`src/sv/xcr_pkg.sv`:
```
`default_nettype none

package xcr_pkg;

    localparam int unsigned BlockBytes = 128;
    localparam int unsigned IndexW     = $clog2(BlockBytes);
    localparam int unsigned OffsetW    = 15;

    localparam logic [7:0] ChSoh = 8'h01;
    localparam logic [7:0] ChEot = 8'h04;
    localparam logic [7:0] ChEtb = 8'h17;

    // result codes
    typedef enum logic [2:0] {
        K_DATA = 3'd0,
        K_ACK  = 3'd1,
        K_NAK  = 3'd2,
        K_END  = 3'd3,
        K_JUMP = 3'd4
    } t_kind;

endpackage

`default_nettype wire

```
`src/sv/xcr_if.sv`:
```
`default_nettype none

// input channel: one received byte or one poll tick per word
interface xcr_in_if;
    logic       valid;
    logic       ready;
    logic       mode;
    logic [7:0] rx_value;

    modport source (output valid, output mode, output rx_value, input ready);
    modport sink   (input valid, input mode, input rx_value, output ready);
endinterface

// output channel: data writes and handshake replies
interface xcr_out_if;
    logic        valid;
    logic        ready;
    logic [2:0]  kind;
    logic [7:0]  data_value;
    logic [14:0] image_offset;

    modport source (output valid, output kind, output data_value, output image_offset,
                    input ready);
    modport sink   (input valid, input kind, input data_value, input image_offset,
                    output ready);
endinterface

`default_nettype wire

```
`src/sv/xmodem_checksum_receiver_core.sv`:
```
// XMODEM receiver, 8-bit arithmetic checksum.
// i_in carries one word per received serial byte (mode 0) or poll tick (mode 1).
// o_out carries at most one result word per input word:
//   data write (byte plus image offset), ACK, NAK, end ACK, end-and-jump ACK.
// Frame: SOH, block number, complement, 128 data bytes, sum of data bytes.
// Data bytes of a well-formed frame go out at once as tentative writes; the
// checksum byte then gives ACK (commit) or NAK (drop).
// Pipeline: an input register, then the frame decoder, then a result register.
// A result is written to the result register as its input word leaves the input
// register; one word per cycle is sustained while o_out does not stall, since the
// decoder is a single pass over the current state.
// A word that gives no result retires even while o_out is stalled; a word that
// gives a result waits in the input register until the result register frees,
// and i_in.ready drops while it waits.
// Reset (synchronous, active low) empties both registers and returns the frame
// state to wait-for-SOH with last accepted block zero.
// EOT and ETB between frames also return the frame state to reset values.

`default_nettype none

module xmodem_checksum_receiver_core (
    input  wire        i_clk,
    input  wire        i_rst_n,
    xcr_in_if.sink     i_in,
    xcr_out_if.source  o_out
);

    import xcr_pkg::*;

    typedef enum logic [2:0] {
        PH_SOH  = 3'd0,
        PH_BLK  = 3'd1,
        PH_CMP  = 3'd2,
        PH_DATA = 3'd3,
        PH_CHK  = 3'd4
    } t_phase;

    // input register
    logic        r_in_valid;
    logic        r_mode;
    logic [7:0]  r_rx;

    // frame state
    t_phase              r_phase,     n_phase;
    logic [7:0]          r_blk,       n_blk;
    logic [7:0]          r_cmp,       n_cmp;
    logic [IndexW-1:0]   r_idx,       n_idx;
    logic [7:0]          r_sum,       n_sum;
    logic                r_started,   n_started;
    logic                r_bad,       n_bad;

    // result register
    logic        r_out_valid;
    t_kind       r_kind;
    logic [7:0]  r_data;
    logic [14:0] r_off;

    logic        has_res;
    t_kind       res_kind;
    logic [7:0]  res_data;
    logic [14:0] res_off;
    logic        fire;
    logic        in_take;

    always_comb begin
        n_phase   = r_phase;
        n_blk     = r_blk;
        n_cmp     = r_cmp;
        n_idx     = r_idx;
        n_sum     = r_sum;
        n_started = r_started;
        n_bad     = r_bad;
        has_res   = 1'b0;
        res_kind  = K_NAK;
        res_data  = 8'd0;
        res_off   = 15'd0;

        if (r_mode) begin
            // poll tick: ask sender to start only while no frame has started since reset or end
            has_res = !r_started;
        end else begin
            unique case (r_phase)
                PH_BLK: begin
                    if (r_rx != r_blk + 8'd1) n_bad = 1'b1;
                    n_phase = PH_CMP;
                end
                PH_CMP: begin
                    if (r_rx != r_cmp - 8'd1) n_bad = 1'b1;
                    n_phase = PH_DATA;
                end
                PH_DATA: begin
                    n_sum = r_sum + r_rx;
                    n_idx = r_idx + 1'b1;
                    if (&r_idx) n_phase = PH_CHK;
                    has_res  = !r_bad;
                    res_kind = K_DATA;
                    res_data = r_rx;
                    res_off  = {r_blk, r_idx};
                end
                PH_CHK: begin
                    n_phase = PH_SOH;
                    n_idx   = '0;
                    n_sum   = 8'd0;
                    has_res = 1'b1;
                    if (!r_bad && r_rx == r_sum) begin
                        n_blk    = r_blk + 8'd1;
                        n_cmp    = r_cmp - 8'd1;
                        res_kind = K_ACK;
                    end else begin
                        n_bad    = 1'b0;
                        res_kind = K_NAK;
                    end
                end
                default: begin
                    // waiting for SOH; stray bytes are dropped
                    n_phase = PH_SOH;
                    if (r_rx == ChSoh) begin
                        n_phase   = PH_BLK;
                        n_started = 1'b1;
                        n_bad     = 1'b0;
                        n_idx     = '0;
                        n_sum     = 8'd0;
                    end else if (r_rx == ChEot || r_rx == ChEtb) begin
                        n_phase   = PH_SOH;
                        n_blk     = 8'd0;
                        n_cmp     = 8'hFF;
                        n_idx     = '0;
                        n_sum     = 8'd0;
                        n_started = 1'b0;
                        n_bad     = 1'b0;
                        has_res   = 1'b1;
                        res_kind  = (r_rx == ChEot) ? K_END : K_JUMP;
                    end
                end
            endcase
        end
    end

    assign fire    = r_in_valid && (!has_res || !r_out_valid || o_out.ready);
    assign in_take = i_in.valid && i_in.ready;

    assign i_in.ready         = !r_in_valid || fire;
    assign o_out.valid        = r_out_valid;
    assign o_out.kind         = r_kind;
    assign o_out.data_value   = r_data;
    assign o_out.image_offset = r_off;

    always_ff @(posedge i_clk) begin
        if (!i_rst_n) begin
            r_in_valid  <= 1'b0;
            r_out_valid <= 1'b0;
            r_phase     <= PH_SOH;
            r_blk       <= 8'd0;
            r_cmp       <= 8'hFF;
            r_idx       <= '0;
            r_sum       <= 8'd0;
            r_started   <= 1'b0;
            r_bad       <= 1'b0;
        end else begin
            if (in_take) begin
                r_in_valid <= 1'b1;
                r_mode     <= i_in.mode;
                r_rx       <= i_in.rx_value;
            end else if (fire) begin
                r_in_valid <= 1'b0;
            end

            // a new result refills the register in the cycle the old one leaves
            if (fire && has_res) begin
                r_out_valid <= 1'b1;
                r_kind      <= res_kind;
                r_data      <= res_data;
                r_off       <= res_off;
            end else if (o_out.ready) begin
                r_out_valid <= 1'b0;
            end

            if (fire) begin
                r_phase   <= n_phase;
                r_blk     <= n_blk;
                r_cmp     <= n_cmp;
                r_idx     <= n_idx;
                r_sum     <= n_sum;
                r_started <= n_started;
                r_bad     <= n_bad;
            end
        end
    end

endmodule

`default_nettype wire
```
`src/flat_wrapper.sv`:
```
// flat-port wrapper written by rule: the top's interface ports become plain ports
module xmodem_checksum_receiver_core_flat import xcr_pkg::*;
  (i_clk, i_rst_n, i_in_valid, i_in_mode, i_in_rx_value, i_in_ready, o_out_valid, o_out_kind, o_out_data_value, o_out_image_offset, o_out_ready);
  xcr_in_if i_in_i ();
  xcr_out_if o_out_i ();
  input  wire i_clk;
  input  wire i_rst_n;
  input wire logic [$bits(i_in_i.valid)-1:0] i_in_valid;
  input wire logic [$bits(i_in_i.mode)-1:0] i_in_mode;
  input wire logic [$bits(i_in_i.rx_value)-1:0] i_in_rx_value;
  output wire logic [$bits(i_in_i.ready)-1:0] i_in_ready;
  output wire logic [$bits(o_out_i.valid)-1:0] o_out_valid;
  output wire logic [$bits(o_out_i.kind)-1:0] o_out_kind;
  output wire logic [$bits(o_out_i.data_value)-1:0] o_out_data_value;
  output wire logic [$bits(o_out_i.image_offset)-1:0] o_out_image_offset;
  input wire logic [$bits(o_out_i.ready)-1:0] o_out_ready;
  assign i_in_i.valid = i_in_valid;
  assign i_in_i.mode = i_in_mode;
  assign i_in_i.rx_value = i_in_rx_value;
  assign i_in_ready = i_in_i.ready;
  assign o_out_valid = o_out_i.valid;
  assign o_out_kind = o_out_i.kind;
  assign o_out_data_value = o_out_i.data_value;
  assign o_out_image_offset = o_out_i.image_offset;
  assign o_out_i.ready = o_out_ready;
  xmodem_checksum_receiver_core u_core (.i_clk(i_clk), .i_rst_n(i_rst_n), .i_in(i_in_i), .o_out(o_out_i));
endmodule
```
`config.mk`:
```
export PLATFORM = sky130hd
export DESIGN_NAME = xmodem_checksum_receiver_core_flat
export DESIGN_NICKNAME = d
export VERILOG_FILES = /design/src/sv/xcr_pkg.sv /design/src/sv/xcr_if.sv /design/src/sv/xmodem_checksum_receiver_core.sv /design/src/flat_wrapper.sv
export SDC_FILE = /design/constraint.sdc
export NUM_CORES = 1
export LEC_CHECK = 0
export ABC_AREA = 1
export ABC_CLOCK_PERIOD_IN_PS = 6320
export BUFFER_PORTS_ARGS = -buffer_cell sky130_fd_sc_hd__clkbuf_2
export CAP_MARGIN = 40
export CORE_UTILIZATION = 30
export CTS_BUF_LIST = sky130_fd_sc_hd__clkbuf_8
export DETAILED_ROUTE_END_ITERATION = 6
export SYNTH_ARGS = -nofsm -noshare
export SYNTH_HDL_FRONTEND = slang
export SYNTH_SLANG_ARGS = --single-unit
```
`constraint.sdc`:
```
create_clock -name i_clk -period 6.32 [get_ports i_clk]
set_input_delay 0.948 -clock i_clk [delete_from_list [all_inputs] [get_ports i_clk]]
set_output_delay 0.948 -clock i_clk [all_outputs]
set_load 0.01 [all_outputs]
```
==> metrics.csv, run 1 <==
stage,metric,value,unit
power,Max rail drop VDD,0.100,mV
yosys,Synth Area in Adders,0.0369,
yosys,largest family of logic cells by synthesized area,simple AND/OR/NAND/NOR gates,
yosys,number of enable flip-flop cells after synthesis,35,
sta,Max Fclk,0.313,GHz
cts,Worst-Skew Late Latency,0.36,ns
setup_path,Crit. Startpoint,u_core.r_phase[0],
die,Die Y-Extent,116,um
sta,Setup TNS,0,ns
route,drt pass-1 iters,5,
sta,unrepaired setup endpoints after global routing,false,
route,routed length per instance,12.9,um
global_route,largest net degree at the start of global routing,24,
setup_path,worst-path fanout max,14,
yosys,syn_nets,534,
power,Pint,745,uW
setup_path,nature of the critical path endpoint,output port,
status,outcome,"finished, final reports clean",
sta,worst slew pin tran,0.789,ns
cells_and_area,area delta synth->final,15.5,%
global_route,initial antenna violation count,0,
cts,CTS tree,done,
setup_path,CP arrival,2.25,ns
cells_and_area,nets,576,
route,# DRC,0,
yosys,Seq cells post-synth,73,
cts,clock slew at reported path FFs,0.09,ns
route,Starting DRT DRC Count,192,
yosys,Post-synth top flop,dfxtp_1,
yosys,YS warnings,0,
yosys,number of library cell types mapped by synthesis,33,
cts,clk sinks,73,
die,Starting Density,0.309,
cts,post_cts resized,0,
cts,hold buffer count at CTS,0,
power,clock share of power,0.429,
die,Rows,41,
power,sw frac,0.242,
yosys,syn avg cell area,7.71,um^2
die,core area,0.0127,mm^2
placed_design,global placement routability congestion,0.912,
yosys,asr flop ratio synth,0,
die,die area,0.0136,mm^2
placed_design,I/O Buffers,40,
global_route,global-route wire length before repair,15800,um
cts,Clock Path Buffers,2,
route,DR vias/cell,4.73,
setup_path,CP Data Required Time,5.37,ns
yosys,multiplexer share of the synthesized area,0,
cts,clock root cell,clkbuf_8,
sta,Slew headroom,0.472,
setup_path,CP Capture Point,i_in_ready,
power,pwr dens,216,mW/mm^2
yosys,synthesized instance count,510,
yosys,Post-Syn Area,0.00393,mm^2
sta,fin. max-slew vios,0,
sta,# setup viols final,0,
setup_path,reg-to-reg startpoint,u_core.r_phase[0],
cts,setup bufs post-CTS,0,
cells_and_area,diode count,0,
min_path,worst hold start,u_core.r_idx[5],
route,DR vias,3450,
route,Detailed Route WL,9420,um
power,Flop pwr share,0.517,
cts,CTS buffer count,9,
placed_design,dpl hpwl,7110,um
yosys,Compound-Gate Fraction of Synth Area,0.104,
cts,H-tree levels,3,
power,Comb pwr share,0.054,
setup_path,"setup slack, reg-to-reg",3.74,ns
route,Antenna Nets Post-Route,0,
die,die width,116,um
setup_path,CP Class,reg -> out,
global_route,GRT overflow,0,
global_route,number of global-route vias before repair,3283,
sta,Fin. Hold Viols,0,
setup_path,worst r2r dst,u_core.o_out.image_offset[10],
sta,post-route minimum period,3.20,ns
setup_path,r2r worst-path depth,7,
power,Net Switching,238,uW
cells_and_area,non-filler instance count after layout,729,
yosys,"Seq/Total Area, Yosys",0.461,
setup_path,CP startpoint kind,flop,
sta,Final Cycle Share,0.506,
cells_and_area,share of cells above drive strength 1,0.153,
yosys,xor-xnor portion of the synthesized cell area,0.0334,
yosys,Post-Synth Simple-Gate Area,0.289,
placed_design,dpl cells,713,
job,Max-cap violations,0,
global_route,total track usage,0.151,
sta,skew final,0.00991,ns
min_path,path type of the worst min-delay path,reg -> reg,
die,IO Pins,41,
power,leakage,0.00185,uW
how the worst min path moves through the flow:
stage	endpoint	slack, ns	cells past startpoint
6_report	u_core.r_idx[5]	0.47	2
5_1_grt	u_core.r_idx[5]	0.49	2
4_1_cts	u_core.r_idx[5]	0.47	2
3_5_place_dp	u_core.r_idx[5]	0.46	2
3_3_place_gp	u_core.r_idx[5]	0.46	2
2_1_floorplan	u_core.r_idx[5]	0.44	2
flip-flops by register name (all words and copies together) (netlist names):
name	flops
u_core.o_out.data_value	8
u_core.o_out.image_offset	15
u_core.o_out.kind	3
u_core.o_out.valid	1
u_core.r_bad	1
u_core.r_blk	8
u_core.r_cmp	8
u_core.r_idx	7
u_core.r_in_valid	1
u_core.r_mode	1
u_core.r_phase	3
u_core.r_rx	8
u_core.r_started	1
u_core.r_sum	8
worst max-delay path, stage by stage (launching register included):
cell and delay [ns]:
dfxtp_1 0.45, nand3_1 0.48, nor2_1 0.22, nor3_1 0.08, a21boi_0 0.31, nand3_1 0.18, clkbuf_2 0.17
cells by family after synthesis:
kind of cell / after synthesis
AO/OA/AOI/OAI: 75
XOR/XNOR: 15
adder cells (fa/ha/maj): 11
buffers and inverters: 73
flip-flops: 73
AND/OR/NAND/NOR: 263
cell type report:
class / count / area [um^2]
fillers: 1347 / 8180
multi-input cells: 364 / 1820
inverters: 62 / 235
repair buffers: 42 / 230
clock inverters: 7 / 103
clock buffers: 9 / 124
well taps: 172 / 215
flip-flops and latches: 73 / 1810
cells in the mapped netlist, types with 2 or more instances:
cell type / count / area [um^2]
a21oi_1: 43 / 215
inv_1: 54 / 203
nor3_1: 6 / 30.0
o211ai_1: 4 / 30.0
nor2_1: 80 / 300
edfxtp_1: 35 / 1050
nand4_1: 4 / 25.0
clkbuf_1: 8 / 30.0
buf_6: 3 / 33.8
dfxtp_1: 38 / 761
nand3_1: 38 / 190
nand2_1: 119 / 447
nand2_2: 4 / 25.0
xor2_1: 12 / 105
o21ai_1: 4 / 20.0
nand3_2: 2 / 20.0
xnor2_1: 3 / 26.3
nor2_2: 3 / 18.8
inv_2: 7 / 26.3
o21ai_0: 16 / 80.1
a21oi_2: 4 / 35.0
nor4_1: 2 / 12.5
nor2_4: 2 / 22.5
ha_1: 10 / 125
cell usage in the layout, fill, tap and decap left out, types with 2 or more instances in the layout:
cell type,count
o21ai_1,4
bufinv_16,2
inv_2,7
nand3_2,2
clkbuf_8,9
edfxtp_1,35
clkbuf_2,40
nor4_1,2
o211ai_1,4
xor2_1,12
dfxtp_1,38
nand2_1,119
nor2_1,79
buf_8,2
ha_1,10
o21ai_0,16
a21oi_2,4
nand2_2,4
nor2_2,4
xnor2_1,3
nand4_1,4
nor2_4,2
inv_1,54
nor3_1,6
nand3_1,38
a21oi_1,43
clkinv_4,2
power by group through the flow:
stage / Combinational, uW / Clock (uW) / Sequential (uW)
2_1_floorplan: 33.1 / 0 / 519
3_3_place_gp: 50.8 / 0 / 518
3_5_place_dp: 52.9 / 0 / 519
4_1_cts: 53.2 / 434 / 508
5_1_grt: 60.1 / 453 / 509
6_report: 53.0 / 422 / 508
stage by stage:
step	total power (uW)	hold WS (ns)	worst slack, ns	instance area (um^2)	utilization
2_1_floorplan	552	0.443	3.50	3930	-
3_3_place_gp	569	0.464	3.41	4290	0.337
3_5_place_dp	572	0.462	3.51	4320	0.339
4_1_cts	995	0.475	3.10	4540	0.357
5_1_grt	1020	0.494	2.88	4540	0.357
6_report	983	0.470	3.12	4540	0.357
per-layer routing:
layer	GRT usage	wire length, um
met2	0.246	4190
met1	0.199	4620
met5	0	0
met3	0.0332	496
met4	0.0487	106
Power figures use the tool's default switching activity.
==> inputs of run 2 (changes only) <==
--- a/config.mk
+++ b/config.mk
@@ -5,8 +5,8 @@
 export SDC_FILE = /design/constraint.sdc
 export NUM_CORES = 1
 export LEC_CHECK = 0
-export ABC_AREA = 1
-export ABC_CLOCK_PERIOD_IN_PS = 6320
+export ABC_AREA = 0
+export ABC_CLOCK_PERIOD_IN_PS = 2850
 export BUFFER_PORTS_ARGS = -buffer_cell sky130_fd_sc_hd__clkbuf_2
 export CAP_MARGIN = 40
 export CORE_UTILIZATION = 30
==> constraint.sdc (replaced) <==
create_clock -name i_clk -period 2.85 [get_ports i_clk]
set_input_delay 0.4275 -clock i_clk [delete_from_list [all_inputs] [get_ports i_clk]]
set_output_delay 0.4275 -clock i_clk [all_outputs]
set_load 0.01 [all_outputs]
==> run 2 against run 1 <==
  * Core utilization rose by 0.59 points
  * Die area grew 1.5%
  * Hold slack got worse by 0.22 ns
  * Clock power increased by 93%
  * Synthesized cell count shrank 15%
  * Via count decreased by 2.7%
  * Sequential share of layout area down 0.81 points
  * Critical path depth is 1 higher
  * Count of clock-buffer cells in the layout unchanged
  * Combinational power rose to 3.3 times the previous value
==> metrics.csv, run 2 <==
stage,metric,value,unit
setup_path,CP arrival,2.28,ns
route,DR vias,3357,
global_route,initial antenna violation count,1,
cts,setup bufs post-CTS,0,
cells_and_area,diode count,0,
sta,post-route minimum period,2.71,ns
power,power after layout,2130,uW
yosys,synthesized instance count,435,
placed_design,dpl hpwl,7220,um
cells_and_area,share of cells above drive strength 1,0.182,
power,clock share of power,0.384,
yosys,"area leader, netlist",edfxtp_1,
cts,clock root cell,clkbuf_8,
cells_and_area,Reg area,0.00181,mm^2
cells_and_area,"commonest non-fill, non-tap cell in the layout",nand2_1,
cells_and_area,max reg flops,15,
placed_design,global placement routability congestion,0.882,
status,outcome,"finished, final reports clean",
route,# DRC,0,
cts,CTS tree,done,
placed_design,I/O Buffers,40,
yosys,"Seq/Total Area, Yosys",0.454,
sta,worst slew pin tran,0.623,ns
job,Max-cap violations,0,
placed_design,dpl cells,640,
yosys,YS warnings,0,
cts,Worst-Skew Late Latency,0.36,ns
cells_and_area,non-filler instance count after layout,656,
route,Starting DRT DRC Count,241,
cells_and_area,"commonest cells after routing, fill and taps aside","nand2_1 (44), clkbuf_2 (40), nor2_1 (38), dfxtp_1 (38), edfxtp_1 (35)",
sta,# setup viols final,0,
cts,clk sinks,73,
cts,post_cts resized,0,
power,Pint,1590,uW
route,Antenna Nets Post-Route,0,
setup_path,worst-path fanout max,6,
setup_path,CP Class,reg -> out,
power,Comb pwr share,0.082,
cells_and_area,Multi-input gate area,0.00203,mm^2
route,drt pass-1 iters,4,
yosys,Post-Syn Area,0.00399,mm^2
setup_path,r2r worst-path depth,7,
yosys,Synth top area share,0.263,
cts,clock slew at reported path FFs,0.07,ns
yosys,"count leader, synth",nand2_1,
cts,CTS buffer count,9,
cells_and_area,fillers,1296,
cells_and_area,area delta synth->final,16.1,%
power,leakage,0.00169,uW
route,DR vias/cell,5.12,
cts,hold buffer count at CTS,0,
setup_path,CP Data Required Time,2.42,ns
yosys,Post-synth top cells,"nand2_1 (44), dfxtp_1 (38), nor2_1 (38), edfxtp_1 (35), a21oi_1 (33)",
cells_and_area,nets,503,
sta,Final Cycle Share,0.952,
yosys,syn_nets,459,
route,Detailed Route WL,9900,um
global_route,total track usage,0.150,
yosys,Seq cells post-synth,73,
global_route,number of global-route vias before repair,3336,
cells_and_area,Final Util,0.363,
sta,Setup TNS,0,ns
die,Die Y-Extent,117,um
min_path,WHS Path Cells,1,
yosys,Post-synth top flop,dfxtp_1,
yosys,synth top area cells,"edfxtp_1 (26%), dfxtp_1 (19%), a21oi_1 (4.1%), nand2_1 (4.1%), and2_1 (3.8%)",
die,die width,117,um
power,Net Switching,542,uW
sta,Fin. Hold Viols,0,
power,Max rail drop VDD,0.315,mV
cts,H-tree levels,3,
die,Rows,41,
die,core area,0.0128,mm^2
cells_and_area,Final Cell Area,0.00464,mm^2
die,Starting Density,0.313,
power,Flop pwr share,0.534,
setup_path,CP startpoint kind,flop,
sta,Max Fclk,0.369,GHz
power,sw frac,0.255,
placed_design,Post-DP Area,0.00444,mm^2
sta,fin. max-slew vios,0,
die,IO Pins,41,
power,pwr dens,459,mW/mm^2
cts,Clock Path Buffers,2,
yosys,number of library cell types mapped by synthesis,60,
yosys,asr flop ratio synth,0,
yosys,syn avg cell area,9.18,um^2
setup_path,nature of the critical path endpoint,output port,
global_route,global-route wire length before repair,16500,um
global_route,GRT overflow,0,
global_route,largest net degree at the start of global routing,28,
sta,unrepaired setup endpoints after global routing,false,
min_path,path type of the worst min-delay path,in -> reg,
sta,Slew headroom,0.582,
die,die area,0.0138,mm^2
route,routed length per instance,15.1,um
sta,skew final,0.00990,ns
yosys,number of enable flip-flop cells after synthesis,35,
## run 2: cell count changes after synthesis, moves of 11 or more
cell,delta
xnor2_1,+13
and2_1,+24
clkbuf_1,+11
nor3_1,+13
inv_1,-46
nand2_1,-75
nand3_1,-12
nor2_1,-42
## run 2: power by group through the flow
stage | clock (uW) | combinational (uW) | sequential [uW]
CTS | 839 | 174 | 1140
global route | 881 | 193 | 1140
global placement | 0 | 172 | 1160
detailed placement | 0 | 173 | 1160
floorplan | 0 | 112 | 1160
finish | 816 | 175 | 1140
## run 2: through the flow
| stage | hold WS, ns | worst slack, ns |
|---|---|---|
| 4_1_cts | 0.237 | 0.151 |
| 6_report | 0.249 | 0.138 |
| 2_1_floorplan | 0.436 | 0.344 |
| 3_5_place_dp | 0.458 | 0.301 |
| 3_3_place_gp | 0.450 | 0.391 |
| 5_1_grt | 0.238 | 0.00249 |
## run 2: cell type report
type,count,share of cell area
clock buffers,9,0.0267
clock inverters,7,0.0154
inverters,9,0.00729
multi-input cells,328,0.438
flip-flops and latches,73,0.391
well taps,172,0.0464
repair buffers,58,0.0750
## run 2: cells by family after synthesis
kind of cell    after synthesis  synth area share
xor+xnor                     24            0.0526
fa+ha+maj                    11            0.0364
buf+inv                      34            0.0370
compound gates               97             0.165
flops                        73             0.454
mux                           1           0.00282
simple gates                195             0.252
## run 2: worst max-delay path: stages, from the launching register on
cell	delay, ns
edfxtp_1	0.41
buf_4	0.20
nor4_4	0.45
o211ai_4	0.18
a21oi_1	0.16
o311a_1	0.28
nand2_1	0.11
clkbuf_2	0.15
## run 2: layer usage
metal / vias up / share of wire / global-route usage
met5: - / 0 / 0
met3: 27 / 0.057 / 0.0370
li1: 1662 / - / -
met2: 114 / 0.44 / 0.223
met1: 1554 / 0.48 / 0.201
met4: 0 / 0.029 / 0.0787
## run 2: worst paths after layout
kind                                        from         endpoint  slack (ns)
worst max register to register    u_core.r_rx[0]  u_core.r_blk[2]        0.30
worst max-delay path              u_core.r_rx[5]       i_in_ready        0.14
worst min-delay path            i_in_rx_value[6]   u_core.r_rx[6]        0.25
worst min register to register   u_core.r_sum[2]  u_core.r_sum[2]        0.47
==> inputs of run 3 (changes only) <==
--- a/config.mk
+++ b/config.mk
@@ -6,9 +6,9 @@
 export NUM_CORES = 1
 export LEC_CHECK = 0
 export ABC_AREA = 0
-export ABC_CLOCK_PERIOD_IN_PS = 2850
+export ABC_CLOCK_PERIOD_IN_PS = 2650
 export BUFFER_PORTS_ARGS = -buffer_cell sky130_fd_sc_hd__clkbuf_2
-export CAP_MARGIN = 40
+export CAP_MARGIN = 20
 export CORE_UTILIZATION = 30
 export CTS_BUF_LIST = sky130_fd_sc_hd__clkbuf_8
 export DETAILED_ROUTE_END_ITERATION = 6
==> constraint.sdc (replaced) <==
create_clock -name i_clk -period 2.65 [get_ports i_clk]
set_input_delay 0.3975 -clock i_clk [delete_from_list [all_inputs] [get_ports i_clk]]
set_output_delay 0.3975 -clock i_clk [all_outputs]
set_load 0.01 [all_outputs]
==> run 3 against run 2 <==
  * Total power rose by 17%
  * Via count rose by 2.0%
  * Critical path depth did not move
  * Hold slack got worse by 0.036 ns
  * Sequential power rose by 7%
  * Core utilization rose by 1.4 points
  * Clock skew rose by 0.0058 ns
  * Cell count rose by 2.1%
  * Global-route usage barely moved
  * Setup slack got worse by 0.045 ns
  * Final area rose by 3.8%
  * Flip-flop and latch count did not move
  * Critical endpoint unchanged
  * Largest power group unchanged
==> metrics.csv, run 3 (synthesis results as in run 2) <==
stage,metric,value,unit
placed_design,global placement routability congestion,0.878,
cts,Worst-Skew Late Latency,0.37,ns
die,die area,0.0138,mm^2
power,Max rail drop VDD,0.341,mV
power,leakage,0.00178,uW
setup_path,CP startpoint kind,flop,
min_path,path type of the worst min-delay path,in -> reg,
route,routed length per instance,15.2,um
die,Die Y-Extent,117,um
sta,# setup viols final,0,
placed_design,DP Worst Slack,0.176,ns
placed_design,I/O Buffers,40,
setup_path,worst r2r dst,u_core.r_idx[0],
setup_path,CP arrival,2.16,ns
setup_path,CP Data Required Time,2.25,ns
die,Rows,41,
sta,fin. max-slew vios,0,
global_route,total track usage,0.151,
route,DR vias/cell,5.11,
setup_path,worst-path fanout max,6,
setup_path,max incr delay on CP,0.45,ns
die,Starting Density,0.313,
cells_and_area,area delta synth->final,20.6,%
sta,Hold WS,0.213,ns
cts,clk sinks,73,
sta,unrepaired setup endpoints after global routing,true,
global_route,GRT overflow,0,
cells_and_area,"commonest cells after routing, fill and taps aside","nand2_1 (44), clkbuf_2 (40), nor2_1 (38), dfxtp_1 (38), edfxtp_1 (35)",
global_route,global-route wire length before repair,16400,um
setup_path,CP Class,reg -> out,
power,pwr dens,519,mW/mm^2
route,# DRC,0,
route,drt pass-1 iters,4,
min_path,WHS Path Cells,1,
die,die width,117,um
sta,Slew headroom,0.652,
sta,Max Fclk,0.391,GHz
placed_design,dpl cells,651,
job,Max-cap violations,0,
sta,worst slew pin tran,0.518,ns
cells_and_area,share of cells above drive strength 1,0.213,
route,DR vias,3423,
setup_path,CP Cell Sequence,buf_4 > and3_4 > o211ai_4 > a21oi_2 > o311a_4 > nand2_1 > clkbuf_2,
cts,hold buffer count at CTS,0,
global_route,number of global-route vias before repair,3215,
setup_path,"setup slack, reg-to-reg",0.13,ns
cells_and_area,non-filler instance count after layout,670,
status,outcome,"finished, final reports clean",
power,sw frac,0.237,
cts,CTS buffer count,9,
sta,worst setup margin,0.0933,ns
cells_and_area,nets,517,
setup_path,reg-to-reg startpoint,u_core.r_rx[0],
sta,Final Cycle Share,0.965,
min_path,hold worst-path end,u_core.r_rx[3],
route,Starting DRT DRC Count,245,
cells_and_area,diode count,0,
power,Pint,1910,uW
sta,Setup TNS,0,ns
power,Comb pwr share,0.082,
die,IO Pins,41,
sta,post-route minimum period,2.56,ns
cts,clock slew at reported path FFs,0.07,ns
min_path,worst hold start,i_in_rx_value[3],
power,clock share of power,0.431,
setup_path,r2r worst-path depth,10,
placed_design,dpl hpwl,7470,um
sta,Fin. Hold Viols,0,
route,Antenna Nets Post-Route,0,
sta,skew final,0.0157,ns
die,core area,0.0128,mm^2
global_route,largest net degree at the start of global routing,27,
cells_and_area,"commonest non-fill, non-tap cell in the layout",nand2_1,
global_route,initial antenna violation count,0,
route,Detailed Route WL,10200,um
power,Net Switching,592,uW
cts,CTS tree,done,
cts,Clock Path Buffers,2,
power,Flop pwr share,0.487,
cells_and_area,max reg flops,15,
setup_path,Worst path slowest cell,edfxtp_1,
cts,H-tree levels,3,
setup_path,nature of the critical path endpoint,output port,
cells_and_area,fillers,1323,
cts,clock root cell,clkbuf_8,
## run 3: cell count changes in the layout (fill, tap and decap cells not counted), moves of 2 or more
cell / change
nor3_2: +2
bufinv_16: +2
buf_4: +14
nor3_1: -2
## run 3: timing repair
action | in CTS | in global routing
hold endpoints to repair | 0 | 0
endpoints found under the setup margin | 0 | 4
setup buffers | 0 | 3
resized for setup | 0 | 4
## run 3: critical path: cells and delay by family (launching register included)
family | cells | cell delay [ns]
AO/OA/AOI/OAI | 3 | 0.74
buffers and inverters | 2 | 0.33
flip-flops | 1 | 0.45
AND/OR/NAND/NOR | 2 | 0.27
## run 3: per-stage QoR
| stage | cell area [um^2] | util | power, uW |
|---|---|---|---|
| global placement | 4520 | 0.354 | 1440 |
| detailed placement | 4520 | 0.354 | 1440 |
| finish | 4810 | 0.377 | 2500 |
| CTS | 4770 | 0.373 | 2520 |
| global route | 4810 | 0.377 | 2580 |
| floorplan | 3990 | - | 1360 |
## run 3: cell type report
| cell class | count | area (um^2) | area share |
|---|---|---|---|
| repair buffers | 72 | 453 | 0.0941 |
| clock inverters | 7 | 119 | 0.0247 |
| flip-flops and latches | 73 | 1810 | 0.376 |
| multi-input cells | 328 | 2060 | 0.427 |
| inverters | 9 | 33.8 | 0.00702 |
| well taps | 172 | 215 | 0.0447 |
| clock buffers | 9 | 124 | 0.0257 |
## run 3: worst max-delay path by stage
stage	start	slack [ns]	end
2_1_floorplan	u_core.r_rx[3]	0.14	u_core.o_out.data_value[0]
3_3_place_gp	u_core.r_rx[0]	0.22	u_core.r_bad
3_5_place_dp	u_core.r_rx[0]	0.18	u_core.r_bad
4_1_cts	u_core.r_rx[0]	0.03	i_in_ready
5_1_grt	u_core.r_rx[0]	-0.02	u_core.r_idx[0]
6_report	u_core.r_rx[0]	0.09	i_in_ready
## run 3: power by group through the flow
stage                     sequential (uW)  clock (uW)  combinational [uW]
after floorplan                      1240           0                 121
after detailed placement             1240           0                 197
final                                1220        1080                 204
after CTS                            1220        1100                 198
after global routing                 1220        1140                 222
after global placement               1240           0                 195
## run 3: layer usage
metal / GRT usage / up-vias / routed length [um]
met2: 0.230 / 108 / 4430
met4: 0.0633 / 0 / 165
li1: - / 1692 / -
met3: 0.0340 / 15 / 685
met1: 0.205 / 1608 / 4900
met5: 0 / - / 0
